[src/hw/rtl/cdq_pkg.sv]
package cdq_pkg;

    localparam int DEPTH_DEF  = 16;
    localparam int DATA_W     = 32;
    localparam int REQ_W      = 2;
    localparam int STATUS_W   = 2;
    localparam int COUNT_W    = 5;
    localparam int CFG_DATA_W = 32;
    localparam int CFG_ADDR_W = 3;

    localparam logic [COUNT_W-1:0] SIZE_RESET = 5'd16;

    // register index, taken from the word-address bit of paddr
    localparam logic CFG_IDX_QUEUE_SIZE = 1'b0;

    typedef enum logic [REQ_W-1:0] {
        REQ_PUSH_FRONT = 2'd0,
        REQ_PUSH_REAR  = 2'd1,
        REQ_POP_FRONT  = 2'd2,
        REQ_POP_REAR   = 2'd3
    } req_type_t;

    typedef enum logic [STATUS_W-1:0] {
        ST_OK    = 2'd0,
        ST_FULL  = 2'd1,
        ST_EMPTY = 2'd2
    } status_t;

    // controller to datapath
    typedef struct packed {
        logic exec;
        logic load;
    } cdq_cmd_t;

endpackage

[src/hw/rtl/cdq_ifs.sv]
interface cdq_req_if;
    logic                                valid;
    logic                                ready;
    logic [cdq_pkg::REQ_W-1:0]           req_type;
    logic signed [cdq_pkg::DATA_W-1:0]   push_value;

    modport source (output valid, req_type, push_value, input ready);
    modport sink   (input valid, req_type, push_value, output ready);
endinterface

interface cdq_rsp_if;
    logic                                valid;
    logic                                ready;
    logic signed [cdq_pkg::DATA_W-1:0]   pop_value;
    logic [cdq_pkg::STATUS_W-1:0]        status;
    logic [cdq_pkg::COUNT_W-1:0]         fill_count;

    modport source (output valid, pop_value, status, fill_count, input ready);
    modport sink   (input valid, pop_value, status, fill_count, output ready);
endinterface

[src/hw/rtl/cdq_ram.sv]
module cdq_ram #(
    parameter int WIDTH = 32,
    parameter int DEPTH = 16
) (
    input  logic                     clk,
    input  logic                     we,
    input  logic [$clog2(DEPTH)-1:0] waddr,
    input  logic [WIDTH-1:0]         wdata,
    input  logic                     re,
    input  logic [$clog2(DEPTH)-1:0] raddr,
    output logic [WIDTH-1:0]         rdata
);

    logic [WIDTH-1:0] mem_reg [DEPTH];
    logic [WIDTH-1:0] rdata_reg;

    always_ff @(posedge clk)
    begin
        if (we)
        begin
            mem_reg[waddr] <= wdata;
        end
        if (re)
        begin
            rdata_reg <= mem_reg[raddr];
        end
    end

    assign rdata = rdata_reg;

endmodule

[src/hw/rtl/cdq_ctrl.sv]
module cdq_ctrl (
    input  logic              clk,
    input  logic              rst_n,
    input  logic              in_valid,
    output logic              in_ready,
    output logic              out_valid,
    input  logic              out_ready,
    output cdq_pkg::cdq_cmd_t cmd
);

    typedef enum logic {
        S_IDLE,
        S_RESULT
    } state_t;

    state_t state_reg;
    state_t state_next;
    logic   out_valid_reg;
    logic   out_valid_next;

    always_comb
    begin
        in_ready = (state_reg == S_IDLE);
        cmd.exec = in_valid && in_ready;
        // output register free, or its transfer happens now
        cmd.load = (state_reg == S_RESULT) && (!out_valid_reg || out_ready);

        state_next = state_reg;
        unique case (state_reg)
            S_IDLE:
            begin
                if (cmd.exec)
                begin
                    state_next = S_RESULT;
                end
            end
            S_RESULT:
            begin
                if (cmd.load)
                begin
                    state_next = S_IDLE;
                end
            end
            default:
            begin
                state_next = S_IDLE;
            end
        endcase

        out_valid_next = out_valid_reg;
        if (cmd.load)
        begin
            out_valid_next = 1'b1;
        end
        else if (out_ready)
        begin
            out_valid_next = 1'b0;
        end
    end

    always_ff @(posedge clk or negedge rst_n)
    begin
        if (!rst_n)
        begin
            state_reg     <= S_IDLE;
            out_valid_reg <= 1'b0;
        end
        else
        begin
            state_reg     <= state_next;
            out_valid_reg <= out_valid_next;
        end
    end

    assign out_valid = out_valid_reg;

endmodule

[src/hw/rtl/cdq_dp.sv]
module cdq_dp #(
    parameter int DEPTH = cdq_pkg::DEPTH_DEF
) (
    input  logic                              clk,
    input  logic                              rst_n,
    input  cdq_pkg::cdq_cmd_t                 cmd,
    input  logic                              cfg_we,
    input  logic [cdq_pkg::COUNT_W-1:0]       queue_size,
    input  logic [cdq_pkg::REQ_W-1:0]         req_type,
    input  logic signed [cdq_pkg::DATA_W-1:0] push_value,
    output logic signed [cdq_pkg::DATA_W-1:0] pop_value,
    output logic [cdq_pkg::STATUS_W-1:0]      status,
    output logic [cdq_pkg::COUNT_W-1:0]       fill_count
);

    localparam int IW = $clog2(DEPTH);
    localparam int CW = ((IW > cdq_pkg::COUNT_W) ? IW : cdq_pkg::COUNT_W) + 1;

    logic [IW-1:0]   front_reg;
    logic [IW-1:0]   rear_reg;
    logic            empty_reg;
    logic [IW-1:0]   front_next;
    logic [IW-1:0]   rear_next;
    logic            empty_next;

    logic                            pop_ok_reg;
    cdq_pkg::status_t                status_reg;
    logic [cdq_pkg::COUNT_W-1:0]     count_reg;
    logic signed [cdq_pkg::DATA_W-1:0] pop_value_reg;
    logic [cdq_pkg::STATUS_W-1:0]    status_out_reg;
    logic [cdq_pkg::COUNT_W-1:0]     fill_out_reg;

    logic [CW-1:0]   qs_w;
    logic [CW-1:0]   sz;
    logic [CW-1:0]   front_w;
    logic [CW-1:0]   rear_w;
    logic [CW-1:0]   held;
    logic [CW-1:0]   held_new;
    logic [CW-1:0]   front_new_w;
    logic [CW-1:0]   rear_new_w;
    logic [CW-1:0]   waddr_w;
    logic [CW-1:0]   raddr_w;
    logic            ram_we;
    logic            ram_re;
    logic            pop_ok;
    cdq_pkg::status_t  st;
    cdq_pkg::req_type_t req;
    logic [cdq_pkg::DATA_W-1:0] rdata;

    always_comb
    begin
        qs_w    = {{(CW-cdq_pkg::COUNT_W){1'b0}}, queue_size};
        front_w = {{(CW-IW){1'b0}}, front_reg};
        rear_w  = {{(CW-IW){1'b0}}, rear_reg};
        req     = cdq_pkg::req_type_t'(req_type);

        // size in use, clamped to one..DEPTH
        if (qs_w == '0)
        begin
            sz = CW'(1);
        end
        else if (qs_w > CW'(DEPTH))
        begin
            sz = CW'(DEPTH);
        end
        else
        begin
            sz = qs_w;
        end

        // elements held: zero when empty, else distance front to rear plus one
        if (empty_reg)
        begin
            held = '0;
        end
        else if (rear_w >= front_w)
        begin
            held = rear_w - front_w + CW'(1);
        end
        else
        begin
            held = rear_w + sz - front_w + CW'(1);
        end

        front_new_w = front_w;
        rear_new_w  = rear_w;
        empty_next  = empty_reg;
        held_new    = held;
        st          = cdq_pkg::ST_OK;
        ram_we      = 1'b0;
        ram_re      = 1'b0;
        pop_ok      = 1'b0;
        waddr_w     = '0;
        raddr_w     = front_w;

        case (req) inside
            cdq_pkg::REQ_PUSH_FRONT, cdq_pkg::REQ_PUSH_REAR:
            begin
                if (held >= sz)
                begin
                    st = cdq_pkg::ST_FULL;
                end
                else if (empty_reg)
                begin
                    // first element always lands in slot zero
                    front_new_w = '0;
                    rear_new_w  = '0;
                    empty_next  = 1'b0;
                    ram_we      = 1'b1;
                    waddr_w     = '0;
                    held_new    = CW'(1);
                end
                else if (req == cdq_pkg::REQ_PUSH_FRONT)
                begin
                    front_new_w = (front_w == '0) ? sz - CW'(1) : front_w - CW'(1);
                    ram_we      = 1'b1;
                    waddr_w     = front_new_w;
                    held_new    = held + CW'(1);
                end
                else
                begin
                    rear_new_w = (rear_w + CW'(1) == sz) ? '0 : rear_w + CW'(1);
                    ram_we     = 1'b1;
                    waddr_w    = rear_new_w;
                    held_new   = held + CW'(1);
                end
            end
            default:
            begin
                if (empty_reg)
                begin
                    st = cdq_pkg::ST_EMPTY;
                end
                else
                begin
                    ram_re   = 1'b1;
                    pop_ok   = 1'b1;
                    raddr_w  = (req == cdq_pkg::REQ_POP_FRONT) ? front_w : rear_w;
                    held_new = held - CW'(1);
                    if (front_w == rear_w)
                    begin
                        // last element gone
                        front_new_w = '0;
                        rear_new_w  = '0;
                        empty_next  = 1'b1;
                    end
                    else if (req == cdq_pkg::REQ_POP_FRONT)
                    begin
                        front_new_w = (front_w + CW'(1) == sz) ? '0 : front_w + CW'(1);
                    end
                    else
                    begin
                        rear_new_w = (rear_w == '0) ? sz - CW'(1) : rear_w - CW'(1);
                    end
                end
            end
        endcase

        front_next = front_new_w[IW-1:0];
        rear_next  = rear_new_w[IW-1:0];
    end

    cdq_ram #(
        .WIDTH (cdq_pkg::DATA_W),
        .DEPTH (DEPTH)
    ) u_ram (
        .clk   (clk),
        .we    (cmd.exec && ram_we),
        .waddr (waddr_w[IW-1:0]),
        .wdata (push_value),
        .re    (cmd.exec && ram_re),
        .raddr (raddr_w[IW-1:0]),
        .rdata (rdata)
    );

    always_ff @(posedge clk or negedge rst_n)
    begin
        if (!rst_n)
        begin
            front_reg <= '0;
            rear_reg  <= '0;
            empty_reg <= 1'b1;
        end
        else if (cfg_we)
        begin
            front_reg <= '0;
            rear_reg  <= '0;
            empty_reg <= 1'b1;
        end
        else if (cmd.exec)
        begin
            front_reg <= front_next;
            rear_reg  <= rear_next;
            empty_reg <= empty_next;
        end
    end

    always_ff @(posedge clk)
    begin
        if (cmd.exec)
        begin
            pop_ok_reg <= pop_ok;
            status_reg <= st;
            count_reg  <= held_new[cdq_pkg::COUNT_W-1:0];
        end
        if (cmd.load)
        begin
            pop_value_reg  <= pop_ok_reg ? rdata : '0;
            status_out_reg <= status_reg;
            fill_out_reg   <= count_reg;
        end
    end

    assign pop_value  = pop_value_reg;
    assign status     = status_out_reg;
    assign fill_count = fill_out_reg;

endmodule

[src/hw/rtl/circular_double_ended_queue.sv]
// channel  | role   | payload
// ---------+--------+----------------------------------------------
// req      | sink   | req_type, push_value
// rsp      | source | pop_value, status, fill_count
// apb      | slave  | queue_size at byte address 0
//
// per request: the accepting edge does at most one store access and the index
// update; in the result state the registered store read then moves into the
// output register once that register is free, and no request is taken meanwhile
// reset empties the queue and sets queue_size to 16; the store is not cleared
// a result waiting in the output register does not block the next request,
// which is accepted and then held until the output register is free
// a queue_size write empties the queue; the store keeps its contents
module circular_double_ended_queue #(
    parameter int DEPTH = cdq_pkg::DEPTH_DEF
) (
    input  logic                              clk,
    input  logic                              rst_n,
    cdq_req_if.sink                           req,
    cdq_rsp_if.source                         rsp,
    input  logic                              psel,
    input  logic                              penable,
    input  logic                              pwrite,
    input  logic [cdq_pkg::CFG_ADDR_W-1:0]    paddr,
    input  logic [cdq_pkg::CFG_DATA_W-1:0]    pwdata,
    output logic [cdq_pkg::CFG_DATA_W-1:0]    prdata,
    output logic                              pready
);

    logic [cdq_pkg::COUNT_W-1:0] queue_size_reg;
    logic                        cfg_we;
    logic                        cfg_hit;
    cdq_pkg::cdq_cmd_t           cmd;

    // register select from the word-address bit, byte lanes ignored
    assign cfg_hit = (paddr[cdq_pkg::CFG_ADDR_W-1] == cdq_pkg::CFG_IDX_QUEUE_SIZE);
    // access phase of a write; pready is tied high
    assign cfg_we  = psel && penable && pwrite && pready && cfg_hit;
    assign pready  = 1'b1;

    always_comb
    begin
        prdata = '0;
        if (cfg_hit)
        begin
            prdata = {{(cdq_pkg::CFG_DATA_W-cdq_pkg::COUNT_W){1'b0}}, queue_size_reg};
        end
    end

    always_ff @(posedge clk or negedge rst_n)
    begin
        if (!rst_n)
        begin
            queue_size_reg <= cdq_pkg::SIZE_RESET;
        end
        else if (cfg_we)
        begin
            queue_size_reg <= pwdata[cdq_pkg::COUNT_W-1:0];
        end
    end

    // sequencing of accept, store access and result transfer
    cdq_ctrl u_ctrl (
        .clk       (clk),
        .rst_n     (rst_n),
        .in_valid  (req.valid),
        .in_ready  (req.ready),
        .out_valid (rsp.valid),
        .out_ready (rsp.ready),
        .cmd       (cmd)
    );

    // indices, fill count, slot store and output register
    cdq_dp #(
        .DEPTH (DEPTH)
    ) u_dp (
        .clk        (clk),
        .rst_n      (rst_n),
        .cmd        (cmd),
        .cfg_we     (cfg_we),
        .queue_size (queue_size_reg),
        .req_type   (req.req_type),
        .push_value (req.push_value),
        .pop_value  (rsp.pop_value),
        .status     (rsp.status),
        .fill_count (rsp.fill_count)
    );

endmodule

[src/flat_wrapper.sv]
// flat-port wrapper written by rule: the top's interface ports become plain ports
module circular_double_ended_queue_flat 
#(
    parameter int DEPTH = cdq_pkg::DEPTH_DEF
)
  (clk, rst_n, psel, penable, pwrite, paddr, pwdata, prdata, pready, req_valid, req_req_type, req_push_value, req_ready, rsp_valid, rsp_pop_value, rsp_status, rsp_fill_count, rsp_ready);
  cdq_req_if req_i ();
  cdq_rsp_if rsp_i ();
  input  logic clk;
  input  logic rst_n;
  input  logic psel;
  input  logic penable;
  input  logic pwrite;
  input  logic [cdq_pkg::CFG_ADDR_W-1:0] paddr;
  input  logic [cdq_pkg::CFG_DATA_W-1:0] pwdata;
  output logic [cdq_pkg::CFG_DATA_W-1:0] prdata;
  output logic pready;
  input wire logic [$bits(req_i.valid)-1:0] req_valid;
  input wire logic [$bits(req_i.req_type)-1:0] req_req_type;
  input wire logic [$bits(req_i.push_value)-1:0] req_push_value;
  output wire logic [$bits(req_i.ready)-1:0] req_ready;
  output wire logic [$bits(rsp_i.valid)-1:0] rsp_valid;
  output wire logic [$bits(rsp_i.pop_value)-1:0] rsp_pop_value;
  output wire logic [$bits(rsp_i.status)-1:0] rsp_status;
  output wire logic [$bits(rsp_i.fill_count)-1:0] rsp_fill_count;
  input wire logic [$bits(rsp_i.ready)-1:0] rsp_ready;
  assign req_i.valid = req_valid;
  assign req_i.req_type = req_req_type;
  assign req_i.push_value = req_push_value;
  assign req_ready = req_i.ready;
  assign rsp_valid = rsp_i.valid;
  assign rsp_pop_value = rsp_i.pop_value;
  assign rsp_status = rsp_i.status;
  assign rsp_fill_count = rsp_i.fill_count;
  assign rsp_i.ready = rsp_ready;
  circular_double_ended_queue #(.DEPTH(DEPTH)) u_core (.clk(clk), .rst_n(rst_n), .req(req_i), .rsp(rsp_i), .psel(psel), .penable(penable), .pwrite(pwrite), .paddr(paddr), .pwdata(pwdata), .prdata(prdata), .pready(pready));
endmodule
[config.mk]
export PLATFORM = sky130hd
export DESIGN_NAME = circular_double_ended_queue_flat
export DESIGN_NICKNAME = d
export VERILOG_FILES = /design/src/hw/rtl/cdq_pkg.sv /design/src/hw/rtl/cdq_ifs.sv /design/src/hw/rtl/cdq_ram.sv /design/src/hw/rtl/cdq_ctrl.sv /design/src/hw/rtl/cdq_dp.sv /design/src/hw/rtl/circular_double_ended_queue.sv /design/src/flat_wrapper.sv
export SDC_FILE = /design/constraint.sdc
export NUM_CORES = 1
export LEC_CHECK = 0
export BUFFER_PORTS_ARGS = -buffer_cell sky130_fd_sc_hd__clkbuf_2
export CORE_MARGIN = 2
export CORE_UTILIZATION = 27
export CTS_CLUSTER_DIAMETER = 150
export DETAILED_ROUTE_END_ITERATION = 8
export HOLD_SLACK_MARGIN = 0.15
export PLACE_DENSITY = 0.47
export SLEW_MARGIN = 15
export SYNTH_ARGS = -nofsm -noshare
export SYNTH_HDL_FRONTEND = slang
export SYNTH_SLANG_ARGS = --single-unit
[constraint.sdc]
create_clock -name clk -period 7.8 [get_ports clk]
set_input_delay 1.56 -clock clk [delete_from_list [all_inputs] [get_ports clk]]
set_output_delay 1.56 -clock clk [all_outputs]
set_load 0.01 [all_outputs]
==> impl_metrics.toml <==
[clocking]
worst_skew_pair.late_latency_ns = 0.60
cts_made_buffers = 66
postCtsSetupBuffers = 0
cts_max_level = 3
hold_buffers = 0
path_clk_slew_ns = 0.07
clock-root-buffer = "clkbuf_16"
cts.path.max_buffers = 3
tritoncts = "done"
ctsResizeCount = 0
clkSinkCount = 607

[synthesis]
syn_area_sq_um = 24920
ys_seq_area_share_pct = 72.83
synth_area_per_cell_sq_um = 18.71
ys.flop_type = "edfxtp_1"
synth_area_leaders = "edfxtp_1, mux4_2, and2_1"
synth_top_area_cell = "edfxtp_1"
synth_edf_count = 591
synth_top_area_share_pct = 71.22
synth_seq_cells = 607
synthArstFlopShare_pct = 2.636
synth_cell_types = 76
ys_warn_count = 0
synthCells = 1332

[power]
ir_drop_mv = 0.3972
power_mw = 10.26
leakage_nw = 9.399
powerDensity_nw_per_um2 = 356.5

[setup_path]
worst_setup_path_end_kind = "register"
cp.arrival_ns = 6.63
crit_fanout = 22
cp.required_ns = 8.09
crit_type = "reg -> reg"
worst_setup_path_start_kind = "register"

[sta]
period_share_pct = 81.30
max_freq_mhz = 157.7
final.min_clock_period_ns = 6.342
finalSetupViolCount = 0
tightest_slew_ns = 1.082
hold_viol_final = 0
whs_ns = 0.4012
rsz0062_at_grt = "false"
layout_setup_ws_ns = 1.458
relSlewSlack_pct = 27.50
finClkSkew_ns = 0.01932
fin_setup_tns_ns = 0
slew_violations = 0

[placed_design]
place.gp.congestion = 0.8167
dpl.hpwl_mm = 33.43
preCtsSetupSlack_ns = 1.436
dp.cells = 2578
portBuffers = 92

[global_route]
grt_max_degree = 100
antenna_found_initial = 3
track_usage_pct = 12.62
first_global_vias = 13450
grt-ovfl-total = 0
grt_pass1_wl_mm = 88.64

[layout]
final_cell_mix = "edfxtp_1, mux4_2, clkbuf_2, nand2_1, clkbuf_16"
nets = 1564
drive_gt1_share_pct = 25.93
largest_reg_flops = 512
area_growth_pct = 15.50
fill_cells = 8803
layout_commonest_cell = "edfxtp_1"
fin_cells = 2690
antennaDiodeCount = 0

[route]
drc = 0
final_antenna_net_count = 0
vias = 12660
dr.pass1.iters = 5
viasPerCell = 4.706
dr.first_iter.drc_count = 803
routed_wl_mm = 59.43
wire_per_inst_microns = 22.09

[die]
die_w_microns = 307.8
dieHeight_microns = 307.8
dieArea_sq_um = 94740
ioPinCount = 150
core_area_sq_um = 91520
rows = 111
start_util_pct = 27.23

[status]
status = "complete, no violations"

[flow_run]
drv_cap = 0

[hold_path]
hold_path.class = "reg -> reg"
## worst paths after layout
path | cells after the start | endpoint | startpoint | slack (ns)
worst max register to register | 18 | u_core.u_dp.u_ram.mem_reg[15][9]$_DFFE_PP_ | u_core.queue_size_reg[4]$_DFFE_PN1P_ | 1.46
max in group asynchronous | 1 | u_core.u_ctrl.out_valid$_DFFE_PN0P_ | rst_n | 6.46
worst min-delay path | 0 | u_core.u_dp.fill_count[3]$_DFFE_PP_ | u_core.u_dp.count_reg[3]$_DFFE_PP_ | 0.40
worst min register to register | 0 | u_core.u_dp.fill_count[3]$_DFFE_PP_ | u_core.u_dp.count_reg[3]$_DFFE_PP_ | 0.40
worst max-delay path | 18 | u_core.u_dp.u_ram.mem_reg[15][9]$_DFFE_PP_ | u_core.queue_size_reg[4]$_DFFE_PN1P_ | 1.46
min in group asynchronous | 1 | u_core.queue_size_reg[1]$_DFFE_PN0P_ | rst_n | 0.94
## synth_stat cells (4+ instances only)
library cell and n:
clkbuf_1 30, a31oi_1 36, and2_1 66, o31ai_1 4, nor2b_1 8, buf_4 36
nand2_1 85, a211oi_1 22, nand2b_1 7, nand3_1 11, buf_6 9, mux4_2 127
nor2_1 34, xnor2_1 15, ha_1 23, edfxtp_1 591, o21ai_0 24, buf_2 14
mux2_2 8, nor3_1 6, inv_1 29, a21o_1 4, fa_1 5, a21oi_1 17
xor2_1 5, mux2i_1 8, nand4_1 7, o22ai_1 4, and3_1 5, a211oi_2 11
dfrtp_1 14
## metal layers
metal	up-vias	part of all wire [%]	track usage (%)	wire (microns)
met5	-	0.057	0	34
met4	6	1.9	3.902	1102
met3	85	4.7	2.422	2769
met2	297	49	21.48	29310
met1	6730	44	16.23	26210
li1	5541	-	-	-
## worst max-delay path: stages, from the launching register on
cell,delay (ns)
dfstp_2,0.66
nand2b_1,0.41
fa_1,0.50
inv_1,0.07
ha_1,0.27
a21oi_1,0.19
nand2_1,0.09
xor2_1,0.17
o32a_1,0.36
nand2_1,0.15
nor2_1,0.09
ha_1,0.31
o21a_1,0.10
a21oi_1,0.22
o21ai_0,0.19
nor3_1,0.51
nand4_1,0.50
nor2_4,0.89
buf_4,0.32
## cell type report
type / count / area [sq um] / area share (%)
timing repair buffer: 126 / 740.7 / 2.573
multi-input combinational: 628 / 6326 / 21.98
tap: 1186 / 1484 / 5.155
clock inverter: 27 / 201.4 / 0.6998
clock buffer: 85 / 1765 / 6.133
inverter: 31 / 116.4 / 0.4043
sequential: 607 / 18150 / 63.06
## stage by stage
| step | area [sq um] | utilization (%) |
|---|---|---|
| finish | 28780 | 31.45 |
| global route | 28780 | 31.45 |
| CTS | 28780 | 31.45 |
| detailed placement | 26820 | 29.30 |
| global placement | 26820 | 29.30 |
| floorplan | 25020 | - |
## cell families after synthesis
kind of cell    Yosys count  synth area share, %
other cells               2              0.03014
fa+ha+maj                28                1.556
flops                   607                72.83
simple gates            245                5.011
compound gates          162                4.685
mux                     145                12.32
xor+xnor                 20               0.7029
buf+inv                 123                2.862
## power by group
group / total, mW / leakage [nW] / switching, mW / internal, mW
sequential: 4.02 / 5.55 / 0.126 / 3.89
clock: 2.90 / 0.951 / 1.24 / 1.66
combinational: 3.34 / 2.90 / 1.94 / 1.40
Power figures use the tool's default switching activity.
